`config.mk`:
```
export PLATFORM = sky130hd
export DESIGN_NAME = ttu_front
export DESIGN_NICKNAME = d
export VERILOG_FILES = /design/src/hw/rtl/ttu_pkg.sv /design/src/hw/rtl/ttu_front.sv
export SDC_FILE = /design/constraint.sdc
export NUM_CORES = 1
export LEC_CHECK = 0
export ABC_AREA = 1
export CAP_MARGIN = 20
export CELL_PAD_IN_SITES_DETAIL_PLACEMENT = 2
export CELL_PAD_IN_SITES_GLOBAL_PLACEMENT = 2
export CORE_UTILIZATION = 30
export DETAILED_ROUTE_END_ITERATION = 16
export DONT_BUFFER_PORTS = 1
export HOLD_SLACK_MARGIN = 0.1
export PLACE_DENSITY = 0.73
export SLEW_MARGIN = 15
export SYNTH_ARGS = -nofsm -noshare
export SYNTH_HDL_FRONTEND = slang
export SYNTH_SLANG_ARGS = --single-unit
```
`constraint.sdc`:
```
create_clock -name clk -period 18.7 [get_ports clk]
set_input_delay 2.805 -clock clk [delete_from_list [all_inputs] [get_ports clk]]
set_output_delay 2.805 -clock clk [all_outputs]
set_load 0.01 [all_outputs]
```
`src/hw/rtl/ttu_pkg.sv`:
```
// Shared types and constants of the triangle tangent unit.
`timescale 1ns / 1ps

package ttu_pkg;

  localparam int COORD_W = 32;
  localparam int DIFF_W  = COORD_W + 1;
  localparam int PROD_W  = 2 * DIFF_W;
  localparam int ACC_W   = PROD_W + 1;
  localparam int MAG_W   = PROD_W;
  localparam int FRAC_W  = 16;
  localparam int DIVD_W  = MAG_W + FRAC_W;
  localparam int QUO_W   = COORD_W + 1;
  localparam int DSH_W   = MAG_W + QUO_W - 1;
  localparam int WIDE_W  = MAG_W + QUO_W;
  localparam int AXES    = 3;

  localparam int MUL_STEPS = 8;
  localparam int STEP_W    = $clog2(MUL_STEPS);
  localparam logic [STEP_W-1:0] STEP_LAST = STEP_W'(MUL_STEPS - 1);

  localparam int CNT_W = $clog2(QUO_W);
  localparam logic [CNT_W-1:0] CNT_LAST = CNT_W'(QUO_W - 1);

  localparam logic [COORD_W-1:0] SAT_POS     = 32'h7FFF_FFFF;
  localparam logic [COORD_W-1:0] SAT_NEG     = 32'h8000_0000;
  localparam logic [QUO_W-1:0]   QUO_POS_MAX = 33'h0_7FFF_FFFF;
  localparam logic [QUO_W-1:0]   QUO_NEG_MAX = 33'h0_8000_0000;

  typedef struct packed {
    logic signed [COORD_W-1:0] pos_x;
    logic signed [COORD_W-1:0] pos_y;
    logic signed [COORD_W-1:0] pos_z;
    logic signed [COORD_W-1:0] tex_u;
    logic signed [COORD_W-1:0] tex_v;
  } vertex_t;

  typedef struct packed {
    logic signed [COORD_W-1:0] tangent_x;
    logic signed [COORD_W-1:0] tangent_y;
    logic signed [COORD_W-1:0] tangent_z;
    logic                      degenerate;
    logic                      saturated;
  } tangent_t;

  // Edge differences of one triangle, each an exact two's complement value.
  typedef struct packed {
    logic [AXES-1:0][DIFF_W-1:0] da1;
    logic [AXES-1:0][DIFF_W-1:0] da2;
    logic [DIFF_W-1:0]           du1;
    logic [DIFF_W-1:0]           dv1;
    logic [DIFF_W-1:0]           du2;
    logic [DIFF_W-1:0]           dv2;
  } diff_t;

  typedef enum logic [1:0] {
    CORNER_0,
    CORNER_1,
    CORNER_2
  } phase_t;

  typedef enum logic [2:0] {
    BK_IDLE,
    BK_MUL,
    BK_SETTLE,
    BK_SETUP,
    BK_DIV,
    BK_FINISH
  } back_state_t;

endpackage

```
`src/hw/rtl/ttu_front.sv`:
```
// Front end: corner capture, corner counting and edge differences.
`timescale 1ns / 1ps

module ttu_front (
  input  logic             clk,
  input  logic             rst,
  input  logic             in_valid,
  output logic             in_stall,
  input  ttu_pkg::vertex_t in_data,
  output logic             q_push,
  output ttu_pkg::diff_t   q_data,
  input  logic             q_full
);

  ttu_pkg::phase_t  phase, phase_next;
  ttu_pkg::vertex_t corner0, corner1;
  logic             accept;

  function automatic logic [ttu_pkg::DIFF_W-1:0] sub_ext(
    logic [ttu_pkg::COORD_W-1:0] a,
    logic [ttu_pkg::COORD_W-1:0] b
  );
    sub_ext = {a[ttu_pkg::COORD_W-1], a} - {b[ttu_pkg::COORD_W-1], b};
  endfunction

  assign in_stall = (phase == ttu_pkg::CORNER_2) && q_full;
  assign accept   = in_valid && !in_stall;
  assign q_push   = accept && (phase == ttu_pkg::CORNER_2);

  always_ff @(posedge clk) begin
    if (rst) begin
      phase <= ttu_pkg::CORNER_0;
    end else begin
      phase <= phase_next;
    end
  end

  always_comb begin
    phase_next = phase;
    if (accept) begin
      unique case (phase)
        ttu_pkg::CORNER_0: phase_next = ttu_pkg::CORNER_1;
        ttu_pkg::CORNER_1: phase_next = ttu_pkg::CORNER_2;
        ttu_pkg::CORNER_2: phase_next = ttu_pkg::CORNER_0;
        default:           phase_next = ttu_pkg::CORNER_0;
      endcase
    end
  end

  always_ff @(posedge clk) begin
    if (accept && (phase == ttu_pkg::CORNER_0)) begin
      corner0 <= in_data;
    end
    if (accept && (phase == ttu_pkg::CORNER_1)) begin
      corner1 <= in_data;
    end
  end

  always_comb begin
    q_data.da1[0] = sub_ext(corner1.pos_x, corner0.pos_x);
    q_data.da1[1] = sub_ext(corner1.pos_y, corner0.pos_y);
    q_data.da1[2] = sub_ext(corner1.pos_z, corner0.pos_z);
    q_data.da2[0] = sub_ext(in_data.pos_x, corner1.pos_x);
    q_data.da2[1] = sub_ext(in_data.pos_y, corner1.pos_y);
    q_data.da2[2] = sub_ext(in_data.pos_z, corner1.pos_z);
    q_data.du1    = sub_ext(corner1.tex_u, corner0.tex_u);
    q_data.dv1    = sub_ext(corner1.tex_v, corner0.tex_v);
    q_data.du2    = sub_ext(in_data.tex_u, corner1.tex_u);
    q_data.dv2    = sub_ext(in_data.tex_v, corner1.tex_v);
  end

endmodule

```
==> results of run 1 <==
-- cells by family after synthesis --
family	count (synthesis)	share of synthesized area
AO/OA/AOI/OAI	228	0.03414
buffers and inverters	1589	0.1688
flip-flops	322	0.2723
adder cells (fa/ha/maj)	330	0.1186
XOR/XNOR	150	0.03707
AND/OR/NAND/NOR	3292	0.3691
-- worst paths after layout --
check / end / slack (ps) / cells past startpoint
worst max register to register: corner1[17] / 16030 / 4
worst min-delay path: phase[0] / 490 / 2
worst max-delay path: q_data[210] / 11080 / 11
worst min register to register: phase[0] / 490 / 2
-- metal layers --
metal | vias to the layer above | wire length, um | track usage
met4 | 12 | 3149 | 0.05488
li1 | 17600 | - | -
met2 | 506 | 66620 | 0.4060
met3 | 130 | 9424 | 0.06530
met5 | - | 84 | 0
met1 | 16970 | 64580 | 0.2936
-- flip-flops by register name (all words and copies together), names as in the netlist --
name and count:
corner0 160, corner1 160, phase 2
-- power by group --
| group | internal (mW) | switching [mW] |
|---|---|---|
| clock network | 0.528 | 0.377 |
| registers | 0.842 | 0.0165 |
| logic | 0.237 | 0.659 |
-- layout make-up --
class                      instances  area, um2
fill                           14730      77790
multi-input combinational       4000      19820
sequential                       322       9649
inverter                        1584       5946
tap                             1524       1907
clock buffer                      49       1141
clock inverter                    33      371.6
timing repair buffer               5      50.05
antenna                            1      2.502
-- stage by stage --
step / hold slack, ps / utilization
after floorplan: 450.5 / -
after global placement: 473.1 / 0.3203
after detailed placement: 486.3 / 0.3203
after CTS: 494.6 / 0.3333
after global routing: 528.8 / 0.3333
final: 492.9 / 0.3333
-- cells in the mapped netlist, types with 22 or more instances --
cell      number  share of area
ha_1         320           0.11
nand2_2       61          0.011
inv_1       1584           0.17
nand4_1       40         0.0071
edfxtp_1     320           0.27
nor2_1       418          0.044
nor3_1        22         0.0031
a21oi_1      202          0.029
xor2_1       130          0.032
nand2_1     2486           0.26
nand3_1      220          0.031
-- critical path, cell delays in order --
cell and delay, ps:
inv_1 20, ha_1 290, fa_1 440, inv_1 130, nand2_1 60, nand2_1 80
nand3_1 70, nand2_1 170, nand2_1 90, nand2_2 120, xor2_1 520
==> impl_metrics.ini, run 1 <==
[status]
status = finished clean

[detailed_routing]
routed_wl_mm = 143.9
drc_errors = 0
antenna_left = 0
via_count = 35230
dr.pass1.iters = 5
drtIter0Drc = 1278
vias_per_cell = 4.685
wire_per_inst_um = 19.14

[global_route]
grt_pass1_vias = 38410
grt_overflow = 0
grt_pass1_wl_mm = 221.6
antenna_found_initial = 7
grt_max_degree = 110
track_usage = 0.2372

[placed_design]
place_inst = 7435
dp_hpwl_mm = 125.4
place_congestion = 0.8698
dpl_worst_slack_ps = 10970
dpl_cell_area_um2 = 37370
portBuffers = 0

[synth]
synth_edf_count = 320
synth_seq_cells = 322
syn_inst = 5911
syn_avg_cell_area_um2 = 5.996
synth_area_um2 = 35440
yosysSeqAreaShare = 0.2723
synth_fp_nets = 6405
synth_cell_types = 22
async_flop_share = 0
synth_warnings = 0
ys.flop_type = edfxtp_1

[power]
total_power_mw = 2.660
p_leak_nw = 23.95
pwr_density_cell_nw_per_um2 = 68.41
ir_drop_v = 0.00005988

[run]
max_cap_violations = 0

[final_layout]
drive_above_1_share = 0.02670
layout_common_cells = 2,486 x nand2_1, 1,584 x inv_1, 418 x nor2_1
final_cells = 7518
nNetsFinal = 6452
mostFrequentLayoutCell = nand2_1
fin_area_um2 = 38890
syn_to_final_growth_pct = 9.719

[clocking]
cts_hold_buf = 0
cts.sinks = 322
clk_path_buf_depth = 3
cts_max_level = 2
clock-root-buffer = clkbuf_16
cts_resized = 0
clock_latency_ps = 630
cts_tree = done
post-cts-setup-buffers = 0
path_clk_slew_ps = 60
numCtsBuffers = 45

[sta]
tightest_slew_ps = 1074
rsz0062_at_grt = no
finalSetupViolCount = 0
fin_crit_sh = 0.4075
fmax_mhz = 131.2
skew_ps = 20.20
finalCriticalPeriod_ps = 7621
final.setup.tns_ps = 0
finalWorstSetupSlack_ps = 11080
slew_headroom = 0.2838
slew_viol_final = 0
finalHoldViolCount = 0

[floorplan]
fp.dieH_um = 345.7
start_util = 0.3038
core_um2 = 116700
die_area_um2 = 119500
io_pins = 496
die_w_um = 345.7
num_rows = 125

[setup_path]
crit_fanout = 3
worstPathArrival_ps = 4820
worstSetupEndpointType = output pin
cp.required_ps = 15890
crit_path_start_kind = input pin
worstReg2RegStart = phase[0]
critPathLaunch = in_data[64]
worstSetupPathType = input pin to output pin

[hold_path]
hold_path_class = register to register
hold_start = phase[0]
Note: power is estimated with default switching activity, not from simulation.
==> run 2: changes to the inputs <==
- PLACE_DENSITY: 0.73 -> 0.75
- clock period: 18.7 -> 6.9 ns (I/O delays scaled with it)
==> run 2 against run 1 <==
Clock skew rose by 1.5 ps. Count of clock-buffer cells in the layout is 3 higher. Register-to-register slack got worse by 12000 ps. Setup slack got worse by 8400 ps. Clock power grew to 2.6 times the previous value. Sequential cell count unchanged. Final cell count hardly changed. Via count increased by 0.61%. Sequential power rose to 2.7 times the previous value. Core utilization fell by 0.083 points. Die area unchanged.
==> impl_metrics.ini, run 2 (synthesized netlist as in run 1, its figures left out) <==
[sta]
slew_headroom = 0.2692
rsz0062_at_grt = no
fmax_mhz = 235.8
slew_viol_final = 0
tightest_slew_ps = 1096
finalHoldViolCount = 0
finalSetupViolCount = 0
finalCriticalPeriod_ps = 4241
fin_crit_sh = 0.6147
skew_ps = 21.71

[power]
total_power_mw = 7.102
p_leak_nw = 23.90
ir_drop_v = 0.0001401
pwr_density_cell_nw_per_um2 = 183.1

[floorplan]
io_pins = 496
die_w_um = 345.7
num_rows = 125
core_um2 = 116700
start_util = 0.3038
fp.dieH_um = 345.7
die_area_um2 = 119500

[clocking]
cts_hold_buf = 0
clk_path_buf_depth = 3
post-cts-setup-buffers = 0
numCtsBuffers = 44
cts_tree = done
cts.sinks = 322
clock_latency_ps = 610
clock-root-buffer = clkbuf_16
path_clk_slew_ps = 70
cts_resized = 0
cts_max_level = 2

[global_route]
grt_overflow = 0
grt_pass1_vias = 38760
grt_pass1_wl_mm = 223.6
track_usage = 0.2389
antenna_found_initial = 8
grt_max_degree = 64

[setup_path]
worstSetupEndpointType = output pin
slowest_delay_ps = 510
crit_path_start_kind = input pin
path_common_cell = nand2_1
critical_path.slowest_cell = xor2_1
cp_top_family = adder cells
critPathBufInv = 2
cp.required_ps = 5860
worstPathArrival_ps = 3210
worstSetupPathType = input pin to output pin
worstPathCellList = inv_1 > ha_1 > fa_1 > inv_1 > nand2_1 > nand2_1 > nand3_1 > nand2_1 > nand2_1 > nand2_2 > xor2_1
crit_fanout = 3

[final_layout]
seqCellArea_um2 = 9649
syn_to_final_growth_pct = 9.447
fill_cells = 14790
layout_common_cells = 2,486 x nand2_1, 1,584 x inv_1, 418 x nor2_1
mostFrequentLayoutCell = nand2_1
final_cells = 7512
nNetsFinal = 6454
final_util = 0.3325
reg_top3 = corner0: 160 flops, corner1: 160 flops, phase: 2 flops
drive_above_1_share = 0.02572
multiInputGateArea_um2 = 19830
diodes = 0

[detailed_routing]
top_layer_used = met5
met1Wirelength_mm = 63.76
drc_errors = 0
dr.pass1.iters = 4
vias_per_cell = 4.718
antenna_left = 0
met2WireLength_mm = 68.60
wire_per_inst_um = 19.36
drtIter0Drc = 1284
wl_met3_mm = 9.706
via_count = 35440
routed_wl_mm = 145.4

[status]
status = finished clean

[placed_design]
dp_hpwl_mm = 127.2
place_inst = 7438
portBuffers = 0
place_congestion = 0.8779

[hold_path]
hold_path_class = input pin to register

[run]
max_cap_violations = 0
## run 2: cell type report
class | count | share of cell area
inverters | 1584 | 0.1533
well taps | 1524 | 0.04916
repair buffers | 8 | 0.001548
multi-input cells | 4000 | 0.5113
clock inverters | 22 | 0.006290
flip-flops and latches | 322 | 0.2488
clock buffers | 52 | 0.02971
## run 2: through the flow
stage          TNS (ps)  hold slack, ps  worst slack, ps  cell area, um2
3_5_place_dp          0           519.8             2613           37390
5_1_grt               0           457.6             2581           38790
3_3_place_gp          0           500.2             2705           37390
4_1_cts               0           438.8             2608           38790
2_1_floorplan   -297240           461.6           -925.5           35450
6_report              0           483.2             2659           38790
## run 2: where the power goes
part           internal, mW  switching [mW]  total (mW)
Combinational         0.643            1.79        2.43
Sequential             2.28          0.0477        2.33
Clock                  1.34           0.996        2.34
Total                  4.27            2.83        7.10
## run 2: layer usage
layer / vias up / global-route usage
li1: 17590 / -
met1: 17180 / 0.2909
met2: 529 / 0.4141
met3: 135 / 0.06540
met4: 12 / 0.05751
met5: - / 0
## run 2: worst paths after layout
kind | from | to | slack, ps | cells after the start
worst max-delay path | in_data[64] | q_data[214] | 2660 | 11
worst max register to register | phase[0] | corner1[155] | 4370 | 4
worst min register to register | phase[0] | phase[0] | 530 | 2
worst min-delay path | rst | phase[0] | 480 | 1
