### src/hw/rtl/ttu_pkg.sv
// Shared types and constants of the triangle tangent unit.
`timescale 1ns / 1ps

package ttu_pkg;

  localparam int COORD_W = 32;
  localparam int DIFF_W  = COORD_W + 1;
  localparam int PROD_W  = 2 * DIFF_W;
  localparam int ACC_W   = PROD_W + 1;
  localparam int MAG_W   = PROD_W;
  localparam int FRAC_W  = 16;
  localparam int DIVD_W  = MAG_W + FRAC_W;
  localparam int QUO_W   = COORD_W + 1;
  localparam int DSH_W   = MAG_W + QUO_W - 1;
  localparam int WIDE_W  = MAG_W + QUO_W;
  localparam int AXES    = 3;

  localparam int MUL_STEPS = 8;
  localparam int STEP_W    = $clog2(MUL_STEPS);
  localparam logic [STEP_W-1:0] STEP_LAST = STEP_W'(MUL_STEPS - 1);

  localparam int CNT_W = $clog2(QUO_W);
  localparam logic [CNT_W-1:0] CNT_LAST = CNT_W'(QUO_W - 1);

  localparam logic [COORD_W-1:0] SAT_POS     = 32'h7FFF_FFFF;
  localparam logic [COORD_W-1:0] SAT_NEG     = 32'h8000_0000;
  localparam logic [QUO_W-1:0]   QUO_POS_MAX = 33'h0_7FFF_FFFF;
  localparam logic [QUO_W-1:0]   QUO_NEG_MAX = 33'h0_8000_0000;

  typedef struct packed {
    logic signed [COORD_W-1:0] pos_x;
    logic signed [COORD_W-1:0] pos_y;
    logic signed [COORD_W-1:0] pos_z;
    logic signed [COORD_W-1:0] tex_u;
    logic signed [COORD_W-1:0] tex_v;
  } vertex_t;

  typedef struct packed {
    logic signed [COORD_W-1:0] tangent_x;
    logic signed [COORD_W-1:0] tangent_y;
    logic signed [COORD_W-1:0] tangent_z;
    logic                      degenerate;
    logic                      saturated;
  } tangent_t;

  // Edge differences of one triangle, each an exact two's complement value.
  typedef struct packed {
    logic [AXES-1:0][DIFF_W-1:0] da1;
    logic [AXES-1:0][DIFF_W-1:0] da2;
    logic [DIFF_W-1:0]           du1;
    logic [DIFF_W-1:0]           dv1;
    logic [DIFF_W-1:0]           du2;
    logic [DIFF_W-1:0]           dv2;
  } diff_t;

  typedef enum logic [1:0] {
    CORNER_0,
    CORNER_1,
    CORNER_2
  } phase_t;

  typedef enum logic [2:0] {
    BK_IDLE,
    BK_MUL,
    BK_SETTLE,
    BK_SETUP,
    BK_DIV,
    BK_FINISH
  } back_state_t;

endpackage

### src/hw/rtl/ttu_queue.sv
// Short queue of triangle differences between the front and back ends.
`timescale 1ns / 1ps

module ttu_queue #(
  parameter int DEPTH = 2
) (
  input  logic           clk,
  input  logic           rst,
  input  logic           push,
  input  ttu_pkg::diff_t push_data,
  output logic           full,
  input  logic           pop,
  output logic           nonempty,
  output ttu_pkg::diff_t pop_data
);

  localparam int PTR_W = (DEPTH > 1) ? $clog2(DEPTH) : 1;
  localparam int CNT_W = $clog2(DEPTH + 1);
  localparam logic [PTR_W-1:0] PTR_LAST = PTR_W'(DEPTH - 1);
  localparam logic [CNT_W-1:0] CNT_FULL = CNT_W'(DEPTH);

  ttu_pkg::diff_t   slots [DEPTH];
  logic [PTR_W-1:0] wr_ptr, rd_ptr;
  logic [CNT_W-1:0] count;

  assign full     = (count == CNT_FULL);
  assign nonempty = (count != '0);
  assign pop_data = slots[rd_ptr];

  always_ff @(posedge clk) begin
    if (push) begin
      slots[wr_ptr] <= push_data;
    end
  end

  always_ff @(posedge clk) begin
    if (rst) begin
      wr_ptr <= '0;
      rd_ptr <= '0;
      count  <= '0;
    end else begin
      if (push) begin
        wr_ptr <= (wr_ptr == PTR_LAST) ? '0 : wr_ptr + 1'b1;
      end
      if (pop) begin
        rd_ptr <= (rd_ptr == PTR_LAST) ? '0 : rd_ptr + 1'b1;
      end
      case ({push, pop})
        2'b10:   count <= count + 1'b1;
        2'b01:   count <= count - 1'b1;
        default: count <= count;
      endcase
    end
  end

  a_no_push_when_full: assert property (@(posedge clk) disable iff (rst)
    !(push && full))
    else $error("queue written while full");

  a_no_pop_when_empty: assert property (@(posedge clk) disable iff (rst)
    !(pop && !nonempty))
    else $error("queue read while empty");

endmodule

### config.mk
export PLATFORM = sky130hd
export DESIGN_NAME = ttu_queue
export DESIGN_NICKNAME = d
export VERILOG_FILES = /design/src/hw/rtl/ttu_pkg.sv /design/src/hw/rtl/ttu_queue.sv
export SDC_FILE = /design/constraint.sdc
export NUM_CORES = 1
export LEC_CHECK = 0
export BUFFER_PORTS_ARGS = -buffer_cell sky130_fd_sc_hd__buf_2
export CELL_PAD_IN_SITES_DETAIL_PLACEMENT = 1
export CELL_PAD_IN_SITES_GLOBAL_PLACEMENT = 1
export CORE_AREA = 3 3 257 259
export DETAILED_ROUTE_END_ITERATION = 7
export DIE_AREA = 0 0 260 262
export PLACE_DENSITY = 0.78
export RECOVER_POWER = 100
export SLEW_MARGIN = 0
export SYNTH_ARGS = -nofsm -noshare
export SYNTH_HDL_FRONTEND = slang
export SYNTH_SLANG_ARGS = --single-unit
### constraint.sdc
create_clock -name clk -period 21.5 [get_ports clk]
set_clock_uncertainty 0.15 [all_clocks]
set_input_delay 3.225 -clock clk [delete_from_list [all_inputs] [get_ports clk]]
set_output_delay 3.225 -clock clk [all_outputs]
set_load 0.01 [all_outputs]
==> impl_metrics.json, run 1 <==
{
  "slowest_stage": "clkbuf_1",
  "grt_max_degree": 168,
  "p_leak_nw": 10.6,
  "slowest_delay_ns": 2.73,
  "drive_above_1_share_pct": 29.0,
  "hold_path.class": "flop to flop",
  "r2r_start": "wr_ptr$_SDFFE_PP0P_",
  "ys_ff_latch": 665,
  "irDropWorstVdd_mv": 0.0727,
  "grt_pass1_vias": 13941,
  "areaGrowthSynthToFinish_pct": 17.9,
  "min_from": "count[1]$_SDFFE_PP0P_",
  "arrival_ns": 13.07,
  "clk_path_buf_depth": 3,
  "die_x_um": 260,
  "rows": 93,
  "synth_area_leader_cell": "edfxtp_1",
  "dp.cells": 2546,
  "die_h_um": 262,
  "place.gp.congestion": 0.836,
  "r2r_cells": 4,
  "crit_type": "primary input to flop",
  "min_period_ns": 13.12,
  "finalCritPeriodShare_pct": 61.0,
  "synth_area_per_cell_um2": 24.4,
  "synth_top_flop_cell": "edfxtp_1",
  "finalNonFillerCells": 2676,
  "hpwl_um": 45700,
  "cts-hold-fix-buffers": 0,
  "rr_endpoint": "slots[0][205]$_DFFE_PP_",
  "startpoint_type": "primary input",
  "cts_max_level": 3,
  "synth_area_leaders": "edfxtp_1 (78%), mux2_4 (18%), buf_12 (2.6%)",
  "r2r_slack_ns": 10.88,
  "drv_slew": 1021,
  "cts_buffers": 70,
  "vias_per_cell": 4.72,
  "post_drt_wl_per_cell_um": 24.0,
  "vias": 12624,
  "async_reset_ff_share_pct": 0,
  "crit_fanout": 65,
  "path_cells": "clkbuf_1 > inv_1 > nor2_1 > clkbuf_1 > clkbuf_1 > clkbuf_1",
  "syn_area_um2": 25600,
  "final.setup.tns_ns": 0,
  "fillers": 6338,
  "path_common_cell": "clkbuf_1",
  "place_area_um2": 29400,
  "antenna_found_initial": 19,
  "initial_core_util_pct": 39.9,
  "slew_headroom_pct": -534,
  "cts_root_buffer": "clkbuf_16",
  "cts.sinks": 665,
  "design.portCount": 666,
  "cts_resized": 0,
  "min_to": "count[1]$_SDFFE_PP0P_",
  "core-area_um2": 64100,
  "power_density_nw_per_um2": 100,
  "yosys.area.top_type_share_pct": 77.6,
  "gr-total-overflow": 0,
  "violations": "capacitance limit, slew limit",
  "required_ns": 21.45,
  "yosysWarnings": 0,
  "final_area_um2": 30100,
  "ys_seq_area_share_pct": 77.9,
  "dieArea_um2": 68100,
  "cap_violations": 17,
  "cts_tree": "yes",
  "grtUsageTotal_pct": 17.7,
  "cts_setup_buffers": 0,
  "hold_depth": 2,
  "end_kind": "flop",
  "final_antenna_net_count": 0,
  "clk_pin_slew_ns": 0.05,
  "hold_viol": 0,
  "drc": 0,
  "rsz0062_at_grt": "no",
  "synthCells": 1049,
  "synth_edf_count": 660,
  "drt_iter0_drc": 773,
  "seq_area_um2": 19900,
  "yosysMostFrequentCell": "edfxtp_1",
  "worstMarginPinSlew_ns": 9.50,
  "grt_pass1_wl_um": 88800,
  "synth_common_cells": "edfxtp_1 (660), mux2_4 (300), buf_12 (33), mux2_2 (30)",
  "setup_viol": 0,
  "wirelength_um": 64100,
  "path_buf_inv": 5,
  "multiInputGateArea_um2": 3840,
  "cp_top_family": "buffers and inverters",
  "drt_pass1_iterations": 5,
  "yosys.cell_types.count": 18,
  "nets": 2098,
  "port_buffers": 665,
  "status": "finished with violations",
  "fmax_mhz": 76.2,
  "clk_latency_ns": 0.59,
  "syn-num-nets": 1384
}
[layout make-up]
type / instances / area share, %
diodes: 11 / 0.0914
inverters: 1 / 0.0125
repair buffers: 679 / 10.1
multi-input cells: 346 / 12.8
clock buffers: 86 / 6.16
well taps: 855 / 3.55
clock inverters: 33 / 1.15
flip-flops and latches: 665 / 66.1
[metal layers]
layer / part of all wire, % / GRT usage [%] / vias up
met5: 0.14 / 0 / -
met2: 53 / 31.9 / 521
met3: 8.4 / 6.05 / 156
met4: 3.8 / 8.67 / 14
li1: - / - / 5637
met1: 34 / 18.5 / 6296
[layout by cell type (no fill, tap or decap)]
cell and instances:
or3_1 1, clkinvlp_4 1, edfxtp_1 660, and2_0 1, and2b_1 1, mux2_2 24, nor2_1 5, o21ai_0 1
xor2_1 1, or2_2 1, clkbuf_1 290, mux2_1 299, dfxtp_1 5, inv_1 1, mux2_4 7, clkinv_8 1
bufinv_16 5, xnor2_1 3, inv_16 3, clkinv_1 15, clkbuf_16 72, buf_2 403, clkinv_4 2, a21oi_1 1
inv_6 2, diode_2 11, ha_1 1, clkinv_2 4
[through the flow]
stage,setup WS (ns),total power [mW],utilization [%],hold slack [ns]
4_1_cts,14.28,3.12,49.3,0.387
5_1_grt,7.23,3.13,47.0,0.415
3_3_place_gp,14.51,1.92,45.9,0.328
3_5_place_dp,14.38,1.94,45.9,0.348
2_1_floorplan,3.22,1.83,-,0.307
6_report,8.38,3.01,47.0,0.374
[how the worst max path moves through the flow]
stage                         endpoint  startpoint  slack [ns]  cells past startpoint
5_1_grt        slots[0][276]$_DFFE_PP_        push        7.23                      6
6_report       slots[0][205]$_DFFE_PP_        push        8.38                      6
3_5_place_dp   slots[0][234]$_DFFE_PP_        push       14.38                      6
3_3_place_gp   slots[0][207]$_DFFE_PP_        push       14.51                      6
2_1_floorplan    slots[0][0]$_DFFE_PP_        push        3.22                      2
4_1_cts                  pop_data[126]        flop       14.28                      4
[worst min-delay path: stages (launching register included)]
cell and delay, ns:
dfxtp_1 0.32, o21ai_0 0.08, a21oi_1 0.07
[sequential cells by signal (all words and copies together), names as in the netlist, named ones only]
register and cells:
count 2, rd_ptr 1, slots 660, wr_ptr 1
[logic make-up (layout without fill, tap and decap cells)]
group                      count (synthesis)  in the layout  synth area share [%]
AOI/OAI and AO/OA                          2              2                0.0391
xor gates and xnor gates                   4              4                 0.137
adders and majority gates                  1              1                0.0490
buffers and inverters                     38            799                  2.70
DFF                                      665            665                  77.9
muxes                                    330            330                  18.9
other                                      0             11                     0
and+or+nand+nor                            9              9                 0.176
[where the power goes]
part	switching, mW	internal [mW]
logic	0.181	0.116
registers	0.0240	1.53
clock network	0.485	0.677
total	0.691	2.32
Note: power is estimated with default switching activity, not from simulation.
==> run 2: changes to the inputs <==
--- a/config.mk
+++ b/config.mk
@@ -8,9 +8,9 @@
 export BUFFER_PORTS_ARGS = -buffer_cell sky130_fd_sc_hd__buf_2
 export CELL_PAD_IN_SITES_DETAIL_PLACEMENT = 1
 export CELL_PAD_IN_SITES_GLOBAL_PLACEMENT = 1
-export CORE_AREA = 3 3 257 259
+export CORE_AREA = 3 3 262 264
 export DETAILED_ROUTE_END_ITERATION = 7
-export DIE_AREA = 0 0 260 262
+export DIE_AREA = 0 0 265 267
 export PLACE_DENSITY = 0.78
 export RECOVER_POWER = 100
 export SLEW_MARGIN = 0
==> constraint.sdc (replaced) <==
create_clock -name clk -period 10.85 [get_ports clk]
set_clock_uncertainty 0.15 [all_clocks]
set_input_delay 1.6275 -clock clk [delete_from_list [all_inputs] [get_ports clk]]
set_output_delay 1.6275 -clock clk [all_outputs]
set_load 0.01 [all_outputs]
==> impl_metrics.json, run 2 (synthesis results as in run 1) <==
{
  "status": "finished with violations",
  "violations": "capacitance limit, slew limit",
  "irDropWorstVdd_mv": 0.152,
  "core-area_um2": 66800,
  "cts_tree": "yes",
  "hold_viol": 0,
  "grt_pass1_wl_um": 88900,
  "rr_endpoint": "slots[1][245]$_DFFE_PP_",
  "total_power_mw": 6.03,
  "path_common_cell": "buf_4",
  "largest_reg_flops": 660,
  "required_ns": 10.92,
  "crit_fanout": 74,
  "hold_path.class": "flop to flop",
  "gr-total-overflow": 0,
  "dieArea_um2": 70800,
  "clk_path_buf_depth": 3,
  "dp.cells": 2561,
  "vias": 12772,
  "min_from": "count[1]$_SDFFE_PP0P_",
  "grtUsageTotal_pct": 16.8,
  "power_density_nw_per_um2": 199,
  "place.gp.congestion": 0.785,
  "finalNonFillerCells": 2704,
  "worstMarginPinSlew_ns": 4.15,
  "regMostFlops": "slots",
  "arrival_ns": 6.92,
  "layout_commonest_cell": "edfxtp_1",
  "cts.sinks": 665,
  "final_antenna_net_count": 0,
  "setup_viol": 0,
  "drc": 0,
  "cts_root_buffer": "clkbuf_16",
  "final.setup.tns_ns": 0,
  "hold_depth": 2,
  "drive_above_1_share_pct": 30.6,
  "clk_latency_ns": 0.59,
  "die_x_um": 265,
  "wirelength_um": 63400,
  "finalCritPeriodShare_pct": 63.1,
  "min_to": "count[1]$_SDFFE_PP0P_",
  "cts_max_level": 3,
  "r2r_start": "wr_ptr$_SDFFE_PP0P_",
  "slowest_delay_ns": 2.97,
  "end_kind": "flop",
  "drv_slew": 239,
  "rsz0062_at_grt": "no",
  "min_period_ns": 6.85,
  "areaGrowthSynthToFinish_pct": 18.7,
  "cp_top_family": "simple AND/OR/NAND/NOR gates",
  "multiInputGateArea_um2": 3840,
  "fillers": 6680,
  "initial_core_util_pct": 38.3,
  "antenna_found_initial": 21,
  "grt_max_degree": 138,
  "cts_resized": 0,
  "crit_type": "primary input to flop",
  "drt_pass1_iterations": 5,
  "die_h_um": 267,
  "cts_setup_buffers": 0,
  "design.portCount": 666,
  "p_leak_nw": 10.7,
  "seq_area_um2": 19900,
  "path_cells": "clkbuf_1 > and2_0 > buf_4 > buf_4",
  "startpoint_type": "primary input",
  "hpwl_um": 44100,
  "r2r_slack_ns": 4.79,
  "r2r_cells": 3,
  "path_buf_inv": 3,
  "final_cell_mix": "edfxtp_1 (660), buf_2 (414), mux2_1 (296)",
  "slowest_stage": "and2_0",
  "clk_pin_slew_ns": 0.06,
  "grt_pass1_vias": 14219,
  "port_buffers": 665,
  "vias_per_cell": 4.72,
  "cap_violations": 4,
  "cts-hold-fix-buffers": 0,
  "post_drt_wl_per_cell_um": 23.4,
  "fmax_mhz": 146,
  "rows": 95,
  "cts_buffers": 71,
  "slew_headroom_pct": -177,
  "nets": 2096,
  "largestRegisters": "slots: 660 flops, count: 2 flops",
  "drt_iter0_drc": 831
}
[run 2: cell types whose count changed in the layout (fill, tap and decap cells not counted), moves of 3 or more]
| cell | before | now |
|---|---|---|
| buf_12 | 0 | 3 |
| buf_2 | 403 | 414 |
| buf_4 | 0 | 6 |
| clkbuf_1 | 290 | 266 |
| clkinv_2 | 4 | 8 |
| diode_2 | 11 | 15 |
| mux2_1 | 299 | 296 |
| mux2_2 | 24 | 29 |
[run 2: final cells by class]
cell class | instances | area share [%]
multi-input combinational | 346 | 12.6
clock buffer | 89 | 6.29
antenna | 15 | 0.124
timing repair buffer | 676 | 10.3
inverter | 1 | 0.0124
tap | 873 | 3.60
sequential | 665 | 65.7
clock inverter | 39 | 1.37
[run 2: worst max path at each step]
stage / start / cells past startpoint / end
after floorplan: push / 1 / slots[1][0]$_DFFE_PP_
after global placement: flop / 4 / pop_data[58]
after detailed placement: flop / 4 / pop_data[112]
after CTS: flop / 4 / pop_data[112]
after global routing: push / 4 / slots[1][220]$_DFFE_PP_
final: push / 4 / slots[1][245]$_DFFE_PP_
[run 2: metrics by stage]
step / area (um2) / hold slack, ns / util [%] / setup slack [ns]
3_3_place_gp: 29400 / 0.326 / 44.0 / 5.97
5_1_grt: 30300 / 0.419 / 45.4 / 3.40
6_report: 30300 / 0.373 / 45.4 / 4.00
4_1_cts: 31700 / 0.370 / 47.5 / 5.24
3_5_place_dp: 29400 / 0.353 / 44.0 / 5.89
2_1_floorplan: 25600 / 0.307 / - / 0.955
[run 2: worst register-to-register path, stage by stage, from the launching register on]
cell     delay (ns)
dfxtp_1        0.39
and2_0         2.97
buf_4          1.18
buf_4          0.89
[run 2: power by group]
group / leakage [nW] / switching [mW] / internal [mW] / total, mW
registers: 6.24 / 0.0466 / 3.01 / 3.06
logic: 3.35 / 0.359 / 0.228 / 0.587
clock network: 1.12 / 0.987 / 1.40 / 2.39
[run 2: routing by layer]
| layer | global-route usage, % | up-vias | wire [um] |
|---|---|---|---|
| met5 | 0 | - | 73 |
| met4 | 8.26 | 12 | 2340 |
| met3 | 5.86 | 153 | 5090 |
| met2 | 30.2 | 522 | 33200 |
| met1 | 17.6 | 6440 | 22700 |
| li1 | - | 5645 | - |
